**src/sv/m7fr_pkg.sv**
```systemverilog
// Shared types and constants for the Modem7 filename receiver.
package m7fr_pkg;

  // Filename buffer depth and the widths that follow from it.
  localparam int NAME_MAX    = 64;
  localparam int NAME_IDX_W  = 6;
  localparam int NAME_CNT_W  = 7;
  localparam logic [NAME_CNT_W-1:0] NAME_MAX_C = NAME_CNT_W'(NAME_MAX);

  // Link characters.
  localparam logic [7:0] CH_NAK   = 8'h15;
  localparam logic [7:0] CH_ACK   = 8'h06;
  localparam logic [7:0] CH_EOT   = 8'h04;
  localparam logic [7:0] CH_SUB   = 8'h1A;
  localparam logic [7:0] CH_RETRY = 8'h75;  // 'u'

  localparam logic [15:0] TICK_SAT = 16'hFFFF;

  // Configuration register indexes.
  localparam logic [1:0] CFG_RETRY_LIMIT = 2'd0;
  localparam logic [1:0] CFG_ACK_TIMEOUT = 2'd1;
  localparam logic [1:0] CFG_CHR_TIMEOUT = 2'd2;

  // Configuration reset values.
  localparam logic [3:0]  RETRY_LIMIT_RST = 4'd10;
  localparam logic [15:0] TIMEOUT_RST     = 16'd10000;

  typedef enum logic [1:0] {
    CMD_START   = 2'd0,
    CMD_BYTE    = 2'd1,
    CMD_TICK    = 2'd2,
    CMD_CARRIER = 2'd3
  } cmd_t;

  typedef enum logic [1:0] {
    ST_OK      = 2'd0,
    ST_EOB     = 2'd1,
    ST_RETRY   = 2'd2,
    ST_CARRIER = 2'd3
  } status_t;

  typedef enum logic [1:0] {
    PH_IDLE  = 2'd0,
    PH_WACK  = 2'd1,
    PH_WCHAR = 2'd2,
    PH_WOK   = 2'd3
  } phase_t;

  typedef struct packed {
    logic [1:0] cmd;
    logic [7:0] rx_byte;
  } m7fr_in_t;

  typedef struct packed {
    logic                  tx_valid;
    logic [7:0]            tx_byte;
    logic                  done_res;
    logic [1:0]            status;
    logic                  name_valid;
    logic [NAME_IDX_W-1:0] name_index;
    logic [7:0]            name_byte;
    logic                  name_overflow;
    logic [NAME_CNT_W-1:0] name_length;
  } m7fr_out_t;

  typedef struct packed {
    logic [3:0]  retry_limit;
    logic [15:0] ack_timeout;
    logic [15:0] chr_timeout;
  } m7fr_cfg_t;

  typedef struct packed {
    phase_t                phase;
    logic [3:0]            retry_count;
    logic [15:0]           tick_count;
    logic [7:0]            checksum;
    logic [NAME_CNT_W-1:0] name_count;
  } m7fr_state_t;

endpackage

```
**src/sv/m7fr_core.sv**
```systemverilog
// Next-state and result logic for one request of the filename receiver.
module m7fr_core (
  input  m7fr_pkg::m7fr_state_t st,
  input  m7fr_pkg::m7fr_cfg_t   cfg,
  input  m7fr_pkg::m7fr_in_t    req,
  output m7fr_pkg::m7fr_state_t st_nxt,
  output m7fr_pkg::m7fr_out_t   res,
  output logic                  has_res
);
  import m7fr_pkg::*;

  logic        do_nak;
  logic        do_fin;
  status_t     fin_status;
  logic [15:0] tick_inc;
  logic [3:0]  retry_eff;

  assign tick_inc  = (st.tick_count == TICK_SAT) ? st.tick_count : st.tick_count + 16'd1;
  assign retry_eff = (req.cmd == CMD_START) ? 4'd0 : st.retry_count;

  always_comb begin
    st_nxt     = st;
    res        = '0;
    has_res    = 1'b0;
    do_nak     = 1'b0;
    do_fin     = 1'b0;
    fin_status = ST_OK;

    if (req.cmd == CMD_START) begin
      st_nxt.retry_count = 4'd0;
      do_nak = 1'b1;
    end else begin
      case (st.phase)
        PH_WACK: begin
          case (req.cmd)
            CMD_BYTE: begin
              if (req.rx_byte == CH_ACK) begin
                st_nxt.phase      = PH_WCHAR;
                st_nxt.tick_count = 16'd0;
              end else if (req.rx_byte == CH_EOT) begin
                do_fin     = 1'b1;
                fin_status = ST_EOB;
              end
            end
            CMD_TICK: begin
              st_nxt.tick_count = tick_inc;
              do_nak = (tick_inc >= cfg.ack_timeout);
            end
            default: begin
              do_fin     = 1'b1;
              fin_status = ST_CARRIER;
            end
          endcase
        end
        PH_WCHAR: begin
          case (req.cmd)
            CMD_BYTE: begin
              if (req.rx_byte == CH_EOT) begin
                do_fin = 1'b1;
              end else if (req.rx_byte == CH_SUB) begin
                st_nxt.phase      = PH_WOK;
                st_nxt.tick_count = 16'd0;
                has_res           = 1'b1;
                res.tx_valid      = 1'b1;
                res.tx_byte       = st.checksum;
              end else if (req.rx_byte == CH_RETRY) begin
                do_nak = 1'b1;
              end else begin
                // Ordinary name byte: summed, acked, stored while room is left.
                st_nxt.checksum   = st.checksum + req.rx_byte;
                st_nxt.tick_count = 16'd0;
                has_res           = 1'b1;
                res.tx_valid      = 1'b1;
                res.tx_byte       = CH_ACK;
                res.name_byte     = req.rx_byte;
                if (st.name_count < NAME_MAX_C) begin
                  res.name_valid    = 1'b1;
                  res.name_index    = st.name_count[NAME_IDX_W-1:0];
                  st_nxt.name_count = st.name_count + NAME_CNT_W'(1);
                end else begin
                  res.name_overflow = 1'b1;
                end
              end
            end
            CMD_TICK: begin
              st_nxt.tick_count = tick_inc;
              do_nak = (tick_inc >= cfg.chr_timeout);
            end
            default: begin
            end
          endcase
        end
        PH_WOK: begin
          case (req.cmd)
            CMD_BYTE: begin
              if (req.rx_byte == CH_ACK) begin
                do_fin = 1'b1;
              end else begin
                do_nak = 1'b1;
              end
            end
            CMD_TICK: begin
              st_nxt.tick_count = tick_inc;
              do_nak = (tick_inc >= cfg.chr_timeout);
            end
            default: begin
            end
          endcase
        end
        default: begin
        end
      endcase
    end

    // NAK action: either give up on the retry limit or send another NAK.
    if (do_nak) begin
      if (retry_eff >= cfg.retry_limit) begin
        do_fin     = 1'b1;
        fin_status = ST_RETRY;
      end else begin
        st_nxt.retry_count = retry_eff + 4'd1;
        st_nxt.name_count  = '0;
        st_nxt.checksum    = CH_SUB;
        st_nxt.phase       = PH_WACK;
        st_nxt.tick_count  = 16'd0;
        has_res            = 1'b1;
        res.tx_valid       = 1'b1;
        res.tx_byte        = CH_NAK;
      end
    end

    if (do_fin) begin
      res               = '0;
      has_res           = 1'b1;
      res.done_res      = 1'b1;
      res.status        = fin_status;
      res.name_length   = st_nxt.name_count;
      st_nxt.phase      = PH_IDLE;
      st_nxt.tick_count = 16'd0;
    end
  end

endmodule

```
**src/sv/modem7_filename_receiver.sv**
```systemverilog
// Top level of the Modem7 batch filename receiver.
//
// This block runs the receive side of the Modem7 filename exchange. Each
// request carries one event: a start command, a byte from the link, one
// timer tick, or carrier loss. The block answers with at most one result
// that says which byte to send (NAK, ACK or the checksum), which filename
// byte was taken and at which position, or that the exchange ended and
// with what status. One request is taken every clock cycle while the input
// is not stalled: the whole state update for a request is done in the cycle
// it is accepted, and its result lands in a single output register in the
// cycle after. The block stalls its input only while that output register
// holds a result that the receiving side is stalling; requests that produce
// no result (ticks that do not time out, ignored bytes) never occupy the
// output register. Timeouts count requests of the tick kind, not clock
// cycles. The three configuration registers (retry limit, ACK timeout,
// character timeout) should only be written while no exchange is in progress.
module modem7_filename_receiver (
  input  logic                clk,
  input  logic                rst_n,
  input  logic                in_valid,
  output logic                in_stall,
  input  m7fr_pkg::m7fr_in_t  in_data,
  output logic                out_valid,
  input  logic                out_stall,
  output m7fr_pkg::m7fr_out_t out_data,
  input  logic                cfg_we,
  input  logic [1:0]          cfg_index,
  input  logic [15:0]         cfg_wdata
);
  import m7fr_pkg::*;

  m7fr_cfg_t   cfg_r;
  m7fr_state_t state_r;
  m7fr_state_t state_nxt;
  m7fr_out_t   res;
  logic        has_res;
  logic        out_valid_r;
  m7fr_out_t   out_data_r;
  logic        accept;

  // The input waits only while a result in the output register is being held back.
  assign in_stall  = out_valid_r && out_stall;
  assign accept    = in_valid && !in_stall;
  assign out_valid = out_valid_r;
  assign out_data  = out_data_r;

  m7fr_core u_core (
    .st      (state_r),
    .cfg     (cfg_r),
    .req     (in_data),
    .st_nxt  (state_nxt),
    .res     (res),
    .has_res (has_res)
  );

  // Configuration registers.
  always_ff @(posedge clk) begin
    if (!rst_n) begin
      cfg_r.retry_limit <= RETRY_LIMIT_RST;
      cfg_r.ack_timeout <= TIMEOUT_RST;
      cfg_r.chr_timeout <= TIMEOUT_RST;
    end else if (cfg_we) begin
      case (cfg_index)
        CFG_RETRY_LIMIT: cfg_r.retry_limit <= cfg_wdata[3:0];
        CFG_ACK_TIMEOUT: cfg_r.ack_timeout <= cfg_wdata;
        CFG_CHR_TIMEOUT: cfg_r.chr_timeout <= cfg_wdata;
        default: begin
        end
      endcase
    end
  end

  // Protocol state advances once per accepted request.
  always_ff @(posedge clk) begin
    if (!rst_n) begin
      state_r.phase       <= PH_IDLE;
      state_r.retry_count <= 4'd0;
      state_r.tick_count  <= 16'd0;
      state_r.checksum    <= CH_SUB;
      state_r.name_count  <= '0;
    end else if (accept) begin
      state_r <= state_nxt;
    end
  end

  // Output register: loaded by a request that has a result, emptied when taken.
  always_ff @(posedge clk) begin
    if (!rst_n) begin
      out_valid_r <= 1'b0;
    end else if (accept && has_res) begin
      out_valid_r <= 1'b1;
    end else if (!out_stall) begin
      out_valid_r <= 1'b0;
    end
  end

  always_ff @(posedge clk) begin
    if (accept && has_res) begin
      out_data_r <= res;
    end
  end

  // A finished exchange always leaves the block idle.
  a_done_to_idle: assert property (@(posedge clk) disable iff (!rst_n)
    (accept && has_res && res.done_res) |=> (state_r.phase == PH_IDLE))
    else $error("exchange finished but phase did not return to idle");

  // Each stored filename byte advances the name count by exactly one.
  a_name_count_step: assert property (@(posedge clk) disable iff (!rst_n)
    (accept && res.name_valid) |=>
      (state_r.name_count == $past(state_r.name_count) + NAME_CNT_W'(1)))
    else $error("name count did not advance with a stored name byte");

  // The name count never runs past the buffer depth.
  a_name_count_max: assert property (@(posedge clk) disable iff (!rst_n)
    state_r.name_count <= NAME_MAX_C)
    else $error("name count beyond buffer depth");

  // The timer is always clear while idle.
  a_idle_timer_clear: assert property (@(posedge clk) disable iff (!rst_n)
    (state_r.phase == PH_IDLE) |-> (state_r.tick_count == 16'd0))
    else $error("tick count not clear while idle");

endmodule

```
**config.mk**
```make
export PLATFORM = sky130hd
export DESIGN_NAME = modem7_filename_receiver
export DESIGN_NICKNAME = d
export VERILOG_FILES = /design/src/sv/m7fr_pkg.sv /design/src/sv/m7fr_core.sv /design/src/sv/modem7_filename_receiver.sv
export SDC_FILE = /design/constraint.sdc
export NUM_CORES = 1
export LEC_CHECK = 0
export ABC_AREA = 1
export BUFFER_PORTS_ARGS = -buffer_cell sky130_fd_sc_hd__buf_4
export CAP_MARGIN = 10
export CORE_ASPECT_RATIO = 0.8
export CORE_MARGIN = 3
export CORE_UTILIZATION = 30
export DETAILED_ROUTE_END_ITERATION = 16
export PLACE_DENSITY = 0.48
export SYNTH_ARGS = -nofsm -noshare
export SYNTH_HDL_FRONTEND = slang
export SYNTH_SLANG_ARGS = --single-unit
```
**constraint.sdc**
```tcl
create_clock -name clk -period 5.2 [get_ports clk]
set_clock_uncertainty 0.05 [all_clocks]
set_input_delay 1.04 -clock clk [delete_from_list [all_inputs] [get_ports clk]]
set_output_delay 1.04 -clock clk [all_outputs]
set_load 0.05 [all_outputs]
```
# Yosys cells after proc, flatten, opt, wreduce, memory -nomap -nowiden

Cells that the tools add are included.

Bits in registers: 109
Input bits: 33
Output and inout bits: 37
Logic and storage cells: 133

Add/subtract/negate cells: 4
Magnitude comparators: 4
Equality and inequality tests: 13
Muxes and demuxes: 80
Bitwise operators: 3
Reductions and logical operators: 11

Operators by type and width:

| cell                  | count |
|---|---|
| $mux 16               | 11 |
| $mux 31               | 3 |
| $mux 37               | 2 |
| $mux 9                | 8 |
| $pmux 16 s2           | 2 |
| $pmux 16 s3           | 1 |
| $mux 15               | 3 |
| $ge 16x16->1          | 2 |
| $mux 1                | 28 |
| $mux 26               | 1 |
| $mux 2                | 11 |
| $add 16x1->16 const B | 1 |
| $eq 16x16->1 const B  | 1 |
| $eq 8x3->1 const B    | 2 |
| $mux 7                | 2 |
| $add 8x8->8           | 1 |
| $eq 2x2->1 const B    | 4 |
| $eq 8x5->1 const B    | 1 |
| $eq 8x7->1 const B    | 1 |
| $pmux 2 s2            | 2 |
| $reduce_or 8->1       | 1 |
| $add 7x1->7 const B   | 1 |
| $lt 7x7->1 const B    | 1 |
| $reduce_or 7->1       | 1 |
| other kinds (12)      | 24 |

# Depth between registers and ports, before layout

Gate-level depths: netlist (run 1).

Depth after elaboration: 12
Mapped depth: 30
Gate-level depth less buffers: 29

# By module

From an unflattened synthesis (run 1), not the netlist that was laid out.

Cells, all modules: 1161
Area, all modules: 7798.7 µm²

Modules (own cells, without submodules):

| module                   | times used | cells an instance | area an instance (µm²) | seq. area each (µm²) |
|---|---|---|---|---|
| m7fr_core                | 1          | 740               | 3901.2                 | 0.0 |
| modem7_filename_receiver | 1          | 421               | 3897.5                 | 2532.4 |

# Least setup slack after synthesis (run 1)

No wires, ideal clock.

Path kind: input to register
From: input in_data[8] in the netlist's numbering
To: register out_data_r (netlist bit out_data[0]), enable pin
Library setup time: 0.416 ns
Arrival: 3.384 ns
Required time: 4.734 ns
Setup slack: 1.350 ns
Stages on the path: 19
Buffers on the path: 1
Cells stage by stage: inv_1 -> ha_1 -> buf_2 -> inv_1 -> nand2_1 -> inv_1 -> ha_1 -> nand2_1 -> inv_1 -> o21ai_0 -> nand2_1 -> a31oi_1 -> inv_1 -> nor2_1 -> nand2_1 -> nand2_2 -> nand2_1 -> nand2_1 -> inv_1

Longest elaborated chain between the ends: 8
Elaborated cells between the ends (all ways): 24
Classes of those cells: order compare: 1; eq/ne: 2; mux: 19; reduce/logical: 2

Ends and longest elaborated chain:

| element                                         | line                                              | source |
|---|---|---|
| start, declared                                 | modem7_filename_receiver.sv:22                    | `input m7fr_pkg::m7fr_in_t in_data,` |
| $eq 2x2->1 / $eq 2x1->1 (equally long branches) | m7fr_core.sv:35, m7fr_core.sv:56, m7fr_core.sv:94 |  |
| $pmux 1 s2 (tied with other cells)              | m7fr_core.sv:35                                   | `case (req.cmd)` |
| $pmux 1 s3 / $mux 1 (equally long branches)     | m7fr_core.sv:33                                   | `case (st.phase)` |
| $mux 1                                          | m7fr_core.sv:29                                   | `if (req.cmd == CMD_START) begin` |
| $mux 1                                          | m7fr_core.sv:117                                  | `if (retry_eff >= cfg.retry_limit) begin` |
| $mux 1                                          | m7fr_core.sv:116                                  | `if (do_nak) begin` |
| $mux 1 (*)                                      | m7fr_core.sv:132                                  | `if (do_fin) begin` |
| $logic_and 1x1->1 (*)                           | modem7_filename_receiver.sv:98                    | `if (accept && has_res) begin` |
| end signal, assigned                            | modem7_filename_receiver.sv:99                    | `out_data_r <= res;` |
| end, declared                                   | modem7_filename_receiver.sv:38                    | `m7fr_out_t out_data_r;` |

Mark *: on every way between the ends. The rest lies on a longest branch, timed or not.
A chain may end at the register's enable or synchronous reset.

# Worst setup path in the final report (run 1)

From: register state_r[16] in the netlist's numbering
To: register out_data_r (netlist bit out_data[32]), enable pin

Longest elaborated chain between the ends: 9
Elaborated cells between the ends (all ways): 14
Classes of those cells: add/sub: 1; order compare: 2; eq/ne: 1; mux: 9; reduce/logical: 1

Ends and longest elaborated chain:

| element                                              | line                                               | source |
|---|---|---|
| start, declared                                      | modem7_filename_receiver.sv:33                     | `m7fr_state_t state_r;` |
| start signal, assigned                               | modem7_filename_receiver.sv:82                     | `state_r <= state_nxt;` |
| $add 16x1->16 / $eq 16x16->1 (equally long branches) | m7fr_core.sv:18                                    | `assign tick_inc = (st.tick_count == TICK_SAT) ? st.tick_count : st.tick_count + 16'd1;` |
| $mux 16 (*)                                          | m7fr_core.sv:18                                    |  |
| $ge 16x16->1, on equally long branches               | m7fr_core.sv:87, m7fr_core.sv:104, m7fr_core.sv:47 |  |
| $pmux 1 s2 (tied with other cells)                   | m7fr_core.sv:94                                    | `case (req.cmd)` |
| $pmux 1 s3 (*)                                       | m7fr_core.sv:33                                    |  |
| $mux 1 (*)                                           | m7fr_core.sv:29                                    |  |
| $mux 1                                               | m7fr_core.sv:116                                   |  |
| $mux 1 (*)                                           | m7fr_core.sv:132                                   |  |
| $logic_and 1x1->1 (*)                                | modem7_filename_receiver.sv:98                     |  |

Marks and branches as above.

==> flow_summary.ini, run 1 <==
[status]
outcome = completed

[clock_network]
cts.path.max_buffers = 2
htree_levels = 3
cts_resized = 0
cts_buffers = 9
clk_pin_slew_worst_paths_ps = 80
clk_latency_ps = 360
cts_num_sinks = 109
ctsHoldBuffers = 0
cts_tree = yes
cts-root-buf = clkbuf_16
cts_setup_buffers = 0

[synthesis]
synth_area_per_cell_sq_um = 7.24
ys_ff_latch = 109
synth.net_count = 1052
synth_cell_types = 48
synthTopCellsByArea = dfxtp_1 21%, edfxtp_1 15%, nand2_1 10%, ha_1 9.7%, a21oi_1 9.0%
yosysSeqAreaShare_pct = 36.3
synth-main-ff-cell = dfxtp_1
syn_inst = 964
yosys_warnings = 0
yosysTopAreaCell = dfxtp_1
synth_edf_count = 35
synth_area_sq_um = 6980
synth-async-reset-ratio_pct = 0
synth_top_area_share_pct = 21.2

[drt]
num_vias = 6340
wirelength_um = 19500
drt_pre_antenna_iters = 4
wl_met1_um = 10400
drc = 0
route.top_layer_used = met4
first_iter_violations = 453
ant_nets = 0
routed-wl-met3_um = 885
wl_per_cell_um = 14.7
routed_via_density = 4.79
dr_wl_met2_um = 8090

[critical_path]
r2r_slack_ps = 970
crit_type = reg -> reg
ff2ff_path_depth = 26
start_kind = flip-flop
r2r-end = out_data[32]$_SDFFCE_PP0P_
cp_max_fo = 35
cp.arrival_ps = 4200
endpoint = out_data[32]$_SDFFCE_PP0P_
crit_path_end_kind = flip-flop
timing.rr.start = state_r[16]$_SDFFE_PN0P_
startpoint = state_r[16]$_SDFFE_PN0P_
cp.required_ps = 5160

[sta]
hold_viol = 0
relSlewSlack_pct = 39.6
setup_violations = 0
fin_tns_setup_ps = 0
worstMarginPinSlew_ps = 905
finalCritPeriodShare_pct = 81.4
rsz0062_at_grt = no
worst_slack_ps = 967
slew_violations = 0
fin_crit_ps = 4230
fmax_ghz = 0.236

[grt]
grt_antenna_before_repair = 0
grt_overflow = 0
track_usage_pct = 15.7
grt_max_degree = 45
grt_first_pass_wirelength_um = 31700
grt_pass1_vias = 5827

[layout]
fin_area_sq_um = 8070
synthToLayoutAreaGrowth_pct = 15.7
drive_gt1_share_pct = 12.9
nets = 1101
diodes = 0

[die]
die_area_sq_um = 25100
rows = 49
start_util_pct = 30.8
num_io_pins = 70
core_area_sq_um = 22700
chipWidth_um = 176
die_y_um = 142

[hold_path]
worstHoldPathType = reg -> reg

[place]
finalWeightedCongestion = 0.884
hpwl_um = 14400
placed_area_sq_um = 7770
dp_worst_setup_slack_ps = 838
io_buffers = 69

[run]
max-cap-violations = 0

[power]
p_leak_nw = 3.49
powerDensity_nw_per_um2 = 255
report.power.total_mw = 2.06
vdd_ir_drop_max_v = 0.000145
synthesized netlist by cell type (2+ instances only):
cell type and count:
nor2_1 79, edfxtp_1 35, nand4_1 4, a31oi_1 3
buf_4 2, nand2_2 6, clkbuf_1 29, dfxtp_1 74
inv_1 127, nor4_1 4, nor3_2 4, xor2_1 14
nand2_4 2, o21ai_2 2, nand3_1 43, o21bai_1 2
xnor2_1 4, nor3_1 16, inv_2 11, o21ai_1 11
o211ai_1 17, o21ai_0 72, nor2_2 4, ha_1 54
nand2_1 187, a221oi_1 2, nor2_4 2, or2_2 3
a21oi_1 126, a22oi_1 2, buf_2 5, o21a_1 2
registers in the layout (all words and copies together), names as in the netlist:
| register | count |
|---|---|
| cfg_r | 36 |
| out_data | 35 |
| out_valid | 1 |
| state_r | 37 |
power breakdown:
group          leakage (nW)  total (mW)  switching [mW]  internal [mW]
sequential            0.949       0.942          0.0246          0.918
combinational          2.39       0.393           0.265          0.128
clock                 0.150       0.720           0.376          0.344
critical path, stage by stage (launching register included):
cell,delay [ps]
dfxtp_1,470
ha_1,230
nand2_1,100
nor2_1,170
nand2_1,140
nor2_4,170
inv_2,120
o21ai_0,230
ha_1,330
nand2_1,80
nor2_1,50
a21oi_1,130
nand3_1,110
nand2_1,70
nand2_1,60
nand2_1,60
nand2_1,40
nand2_1,60
nand2_2,60
nand2_4,100
nand2_4,90
nand2_1,90
nand2_2,190
nand2_1,130
nand2_1,70
inv_1,80
buf_4,390
logic make-up (layout without fill, tap and decap cells):
family          count (synthesis)  count (layout)  synth area share [%]
flops                         109             109                  36.3
mux                             1               1                 0.144
buf+inv                       177             231                  9.85
simple gates                  361             361                  22.7
compound gates                243             243                  18.8
fa+ha+maj                      55              55                  9.97
xor+xnor                       18              18                  2.26
layout make-up:
cell class	count	area, sq um
clock buffers	9	225
flip-flops and latches	109	2530
inverters	138	518
fillers	2446	14600
clock inverters	7	77.6
well taps	306	383
multi-input cells	678	3760
repair buffers	77	578
worst min path at each step:
stage	startpoint	slack, ps	cells past startpoint	to
6_report	cfg_r[2]$_SDFFE_PN0P_	420	2	cfg_r[2]$_SDFFE_PN0P_
5_1_grt	cfg_r[1]$_SDFFE_PN0P_	440	2	cfg_r[1]$_SDFFE_PN0P_
4_1_cts	cfg_r[2]$_SDFFE_PN0P_	430	2	cfg_r[2]$_SDFFE_PN0P_
3_5_place_dp	cfg_r[2]$_SDFFE_PN0P_	410	2	cfg_r[2]$_SDFFE_PN0P_
3_3_place_gp	state_r[32]$_SDFFE_PN0P_	410	2	state_r[32]$_SDFFE_PN0P_
2_1_floorplan	cfg_r[12]$_SDFFE_PN0P_	390	2	cfg_r[12]$_SDFFE_PN0P_
per-stage QoR:
| stage | hold slack (ps) | std cells | utilization (%) |
|---|---|---|---|
| 2_1_floorplan | 385 | 964 | - |
| 3_3_place_gp | 408 | 1308 | 34.2 |
| 3_5_place_dp | 414 | 1308 | 34.2 |
| 4_1_cts | 426 | 1324 | 35.6 |
| 5_1_grt | 441 | 1324 | 35.6 |
| 6_report | 423 | 1324 | 35.6 |
cells in the final DEF (no fill, tap or decap), drive strengths merged, types with 3 or more instances in the layout:
cell	Yosys	routed
nand2	195	195
inv	138	142
a21oi	127	127
nor2	85	85
o21ai	85	85
buf	9	77
dfxtp	74	74
ha	54	54
nand3	44	44
edfxtp	35	35
nor3	20	20
o211ai	17	17
xor2	14	14
clkbuf	30	9
nor4	5	5
nand4	4	4
xnor2	4	4
or2	4	4
a31oi	3	3
clkinv	0	3
routing by layer:
layer	global-route usage [%]	vias to the layer above
met5	0	-
met4	2.73	0
met3	2.43	9
met2	23.0	131
met1	24.5	2909
li1	-	3291
Note: power is estimated with default switching activity, not from simulation.
==> run 2: changes to the inputs <==
==> constraint.sdc (replaced) <==
create_clock -name clk -period 4.3 [get_ports clk]
set_clock_uncertainty 0.05 [all_clocks]
set_input_delay 0.86 -clock clk [delete_from_list [all_inputs] [get_ports clk]]
set_output_delay 0.86 -clock clk [all_outputs]
set_load 0.05 [all_outputs]
==> run 2 against run 1 <==
Compared with the run above:
- register-to-register slack got worse by 520 ps
- power rose by 19%
- global-route usage rose by 0.11 points
- clock power rose by 16%
- sequential share of layout area fell by 0.062 points
- first-iteration DRC count rose by 1.1%
- critical path type unchanged
- critical endpoint unchanged
==> flow_summary.ini, run 2 (synthesis gave the netlist of run 1 again) <==
[status]
outcome = completed

[die]
start_util_pct = 30.8
num_io_pins = 70
chipWidth_um = 176
die_y_um = 142
core_area_sq_um = 22700
die_area_sq_um = 25100
rows = 49

[layout]
multiInputGateArea_sq_um = 3760
diodes = 0
layout_common_cells = 187 x nand2_1, 127 x inv_1, 126 x a21oi_1
fin_cells = 1327
nets = 1104
registers.top_by_ff_count = state_r
drive_gt1_share_pct = 13.1
layout_commonest_cell = nand2_1
synthToLayoutAreaGrowth_pct = 16.0
fillCellCount = 2451
largest_reg_flops = 37
finish.utilization_pct = 35.7
seq_area_sq_um = 2530

[drt]
ant_nets = 0
drt_pre_antenna_iters = 5
routed_via_density = 4.76
num_vias = 6316
wl_per_cell_um = 14.7
wirelength_um = 19600
drc = 0
first_iter_violations = 458

[power]
pwr-share-seq_pct = 46.4
p_clk_share_pct = 34.0
p_int_mw = 1.67
powerDensity_nw_per_um2 = 303
switching_share_pct = 31.8
vdd_ir_drop_max_v = 0.000193
p_leak_nw = 3.49
combPwrFrac_pct = 19.6
p_sw_uw = 782

[critical_path]
cp.arrival_ps = 3860
worst_path_most_repeated_cell = nand2_1
cp_max_fo = 35
critPathBufInv = 3
start_kind = flip-flop
startpoint = state_r[16]$_SDFFE_PN0P_
r2r_slack_ps = 440
cpLargestDelayFamily = simple AND/OR/NAND/NOR gates
max_stage_delay_ps = 460
slowest_stage = dfxtp_1
crit_type = reg -> reg
crit_path_end_kind = flip-flop
cp.required_ps = 4300
timing.rr.start = state_r[16]$_SDFFE_PN0P_

[sta]
worst_slack_ps = 442
rsz0062_at_grt = no
fmax_ghz = 0.259
holdWs_ps = 417
hold_viol = 0
finalCritPeriodShare_pct = 89.7
setup_violations = 0
fin_crit_ps = 3860
slew_violations = 0
worstMarginPinSlew_ps = 928
fin_tns_setup_ps = 0
relSlewSlack_pct = 38.1

[grt]
grt_overflow = 0
grt_antenna_before_repair = 0
track_usage_pct = 15.8
grt_max_degree = 45
grt_pass1_vias = 5857
grt_first_pass_wirelength_um = 31700

[hold_path]
worstHoldPathType = reg -> reg
hold_path_startpoint = state_r[32]$_SDFFE_PN0P_

[place]
finalWeightedCongestion = 0.866
io_buffers = 69
dp_worst_setup_slack_ps = 392
hpwl_um = 14500
placed_cells = 1311

[clock_network]
ctsHoldBuffers = 0
htree_levels = 3
cts.path.max_buffers = 2
cts_num_sinks = 109
clk_pin_slew_worst_paths_ps = 70
clk_latency_ps = 360
cts_tree = yes
cts-root-buf = clkbuf_16
cts_buffers = 9

[run]
max-cap-violations = 0
-- run 2: power by group through the flow --
stage                     Combinational, mW  Clock (mW)  Sequential [mW]
after floorplan                       0.285           0             1.21
after global placement                0.482           0             1.16
after detailed placement              0.482           0             1.16
after CTS                             0.483       0.858             1.14
after global routing                  0.546       0.904             1.14
final                                 0.481       0.835             1.14
-- run 2: layout make-up --
type	instances	area share (%)
multi-input combinational	678	46.4
clock buffer	10	2.83
clock inverter	6	0.711
inverter	138	6.40
sequential	109	31.3
tap	306	4.73
timing repair buffer	80	7.58
-- run 2: final timing paths --
path	to	depth (start not counted)
worst min register to register	state_r[32]$_SDFFE_PN0P_	2
worst max register to register	out_data[32]$_SDFFCE_PP0P_	26
worst max-delay path	out_data[32]$_SDFFCE_PP0P_	26
worst min-delay path	state_r[32]$_SDFFE_PN0P_	2
-- run 2: timing repair --
action,CTS,global route
buffers inserted,0,0
gates resized for setup,0,2
setup endpoints to repair,0,35
-- run 2: stage by stage --
step / power (mW) / cell area, sq um
final: 2.46 / 8090
after detailed placement: 1.64 / 7800
after floorplan: 1.49 / 6980
after CTS: 2.48 / 8090
after global placement: 1.64 / 7800
after global routing: 2.60 / 8090
-- run 2: worst register-to-register path: stages (launching register included) --
cell	delay [ps]
dfxtp_1	460
ha_1	220
nand2_1	110
nor2_1	160
nand2_1	140
nor2_4	170
inv_2	130
o21ai_1	260
ha_1	310
nand2_1	80
nor2_1	60
a21oi_1	140
nand3_1	100
nand2_1	70
nand2_1	60
nand2_1	50
nand2_1	40
nand2_1	60
nand2_2	60
nand2_4	100
nand2_4	90
nand2_1	80
nand2_2	80
nand2_1	80
nand2_1	60
inv_1	130
buf_12	220
-- run 2: metal layers --
metal  vias to the layer above  GRT usage, %  share of wire, %
li1                       3299             -                 -
met1                      2860          24.3                54
met2                       144          22.9                40
met3                        13          2.99               4.7
met4                         0          3.35               1.1
met5                         -             0                 0
==> run 3: changes to the inputs <==
==> constraint.sdc (replaced) <==
create_clock -name clk -period 4.1 [get_ports clk]
set_clock_uncertainty 0.05 [all_clocks]
set_input_delay 0.82 -clock clk [delete_from_list [all_inputs] [get_ports clk]]
set_output_delay 0.82 -clock clk [all_outputs]
set_load 0.05 [all_outputs]
==> run 3 against run 2 <==
Compared with the run above:
- combinational power rose by 5.4%
- global-route usage is essentially flat
- fmax up 3.3%
- highest routed layer unchanged
- critical path depth is the same
- worst hold slack lost 0.51 ps
- setup slack worse by 78 ps
- via count grew 0.22%
- power up 6.4%
- wire length barely moved
==> flow_summary.ini, run 3 (synthesis gave the netlist of run 1 again) <==
[layout]
fillCellCount = 2459
largest_reg_flops = 37
diodes = 0
drive_gt1_share_pct = 14.2
layout_common_cells = 186 x nand2_1, 127 x inv_1, 126 x a21oi_1
synthToLayoutAreaGrowth_pct = 17.0
layout_commonest_cell = nand2_1
nets = 1108
registers.top_by_ff_count = state_r

[clock_network]
clk_pin_slew_worst_paths_ps = 80
cts_buffers = 9
clk_latency_ps = 360
cts_resized = 0
cts.path.max_buffers = 2
cts_num_sinks = 109
htree_levels = 3
ctsHoldBuffers = 0
cts_tree = yes
cts_setup_buffers = 0
cts-root-buf = clkbuf_16

[grt]
grt_pass1_vias = 5970
grt_overflow = 0
grt_use_met2_pct = 23.2
grt_antenna_before_repair = 0
grt_use_met3_pct = 2.27
globalRoute.busiestLayer = met1
grtUsageMet1_pct = 24.4
grt_max_degree = 45
grt_first_pass_wirelength_um = 32000
track_usage_pct = 15.8

[sta]
hold_viol = 0
worstMarginPinSlew_ps = 897
relSlewSlack_pct = 40.1
fmax_ghz = 0.268
setup_violations = 0
slew_violations = 0
worst_slack_ps = 364
finalCritPeriodShare_pct = 91.1
rsz0062_at_grt = yes
fin_crit_ps = 3740

[critical_path]
cp.arrival_ps = 3740
r2r_slack_ps = 360
cp.required_ps = 4110
critPathBufInv = 3
crit_type = reg -> reg
start_kind = flip-flop
crit_path_end_kind = flip-flop
cp_max_fo = 35
worst_path_most_repeated_cell = nand2_1
max_stage_delay_ps = 400
cpLargestDelayFamily = simple AND/OR/NAND/NOR gates
slowest_stage = dfxtp_1

[die]
num_io_pins = 70
start_util_pct = 30.8
die_area_sq_um = 25100
core_area_sq_um = 22700
rows = 49
die_y_um = 142
chipWidth_um = 176

[drt]
first_iter_violations = 434
drt_pre_antenna_iters = 4
drc = 0
wl_per_cell_um = 14.7
ant_nets = 0
num_vias = 6330
routed_via_density = 4.76
wirelength_um = 19500

[power]
p_leak_nw = 3.53
powerDensity_nw_per_um2 = 320
report.power.total_mw = 2.61
vdd_ir_drop_max_v = 0.000199

[place]
finalWeightedCongestion = 0.860
io_buffers = 69
hpwl_um = 14500
dp_worst_setup_slack_ps = 288

[run]
max-cap-violations = 0

[status]
outcome = completed

[hold_path]
worstHoldPathType = reg -> reg
==> run 3: final cells by class <==
class	instances	area, sq um	area share (%)
tap	306	383	4.69
multi-input combinational	678	3780	46.3
clock buffer	9	225	2.76
inverter	138	518	6.35
timing repair buffer	84	643	7.88
sequential	109	2540	31.1
clock inverter	7	77.6	0.951
==> run 3: through the flow <==
step / cells / setup TNS, ps / util (%) / instance area (sq um) / hold slack, ps
after global placement: 1315 / 0 / 34.5 / 7830 / 404
after global routing: 1331 / -1.05 / 36.0 / 8160 / 441
after CTS: 1331 / 0 / 35.9 / 8140 / 420
final: 1331 / 0 / 36.0 / 8160 / 417
after detailed placement: 1315 / 0 / 34.5 / 7830 / 408
after floorplan: 964 / 0 / - / 6980 / 385
==> run 3: metal layers <==
layer  share of wire (%)  vias to the layer above
met3                 3.9                       15
met1                  54                     2905
met2                  41                      113
met4                 1.0                        0
li1                    -                     3297
met5                   0                        -
==> run 3: report_power, final <==
group | switching [mW] | total [mW] | internal (mW)
Clock | 0.476 | 0.912 | 0.435
Sequential | 0.0295 | 1.19 | 1.16
Combinational | 0.339 | 0.507 | 0.169
==> run 3: final timing paths <==
path	from	end	cells past startpoint
hold / removal	cfg_r[6]$_SDFFE_PN0P_	cfg_r[6]$_SDFFE_PN0P_	2
hold reg to reg	cfg_r[6]$_SDFFE_PN0P_	cfg_r[6]$_SDFFE_PN0P_	2
setup / recovery	state_r[15]$_SDFFE_PN0P_	out_data[32]$_SDFFCE_PP0P_	26
setup reg to reg	state_r[15]$_SDFFE_PN0P_	out_data[32]$_SDFFCE_PP0P_	26
==> run 3: worst min-delay path, cell delays in order (launching register included) <==
cell and delay [ps]:
dfxtp_1 300, inv_1 60, a21oi_1 60
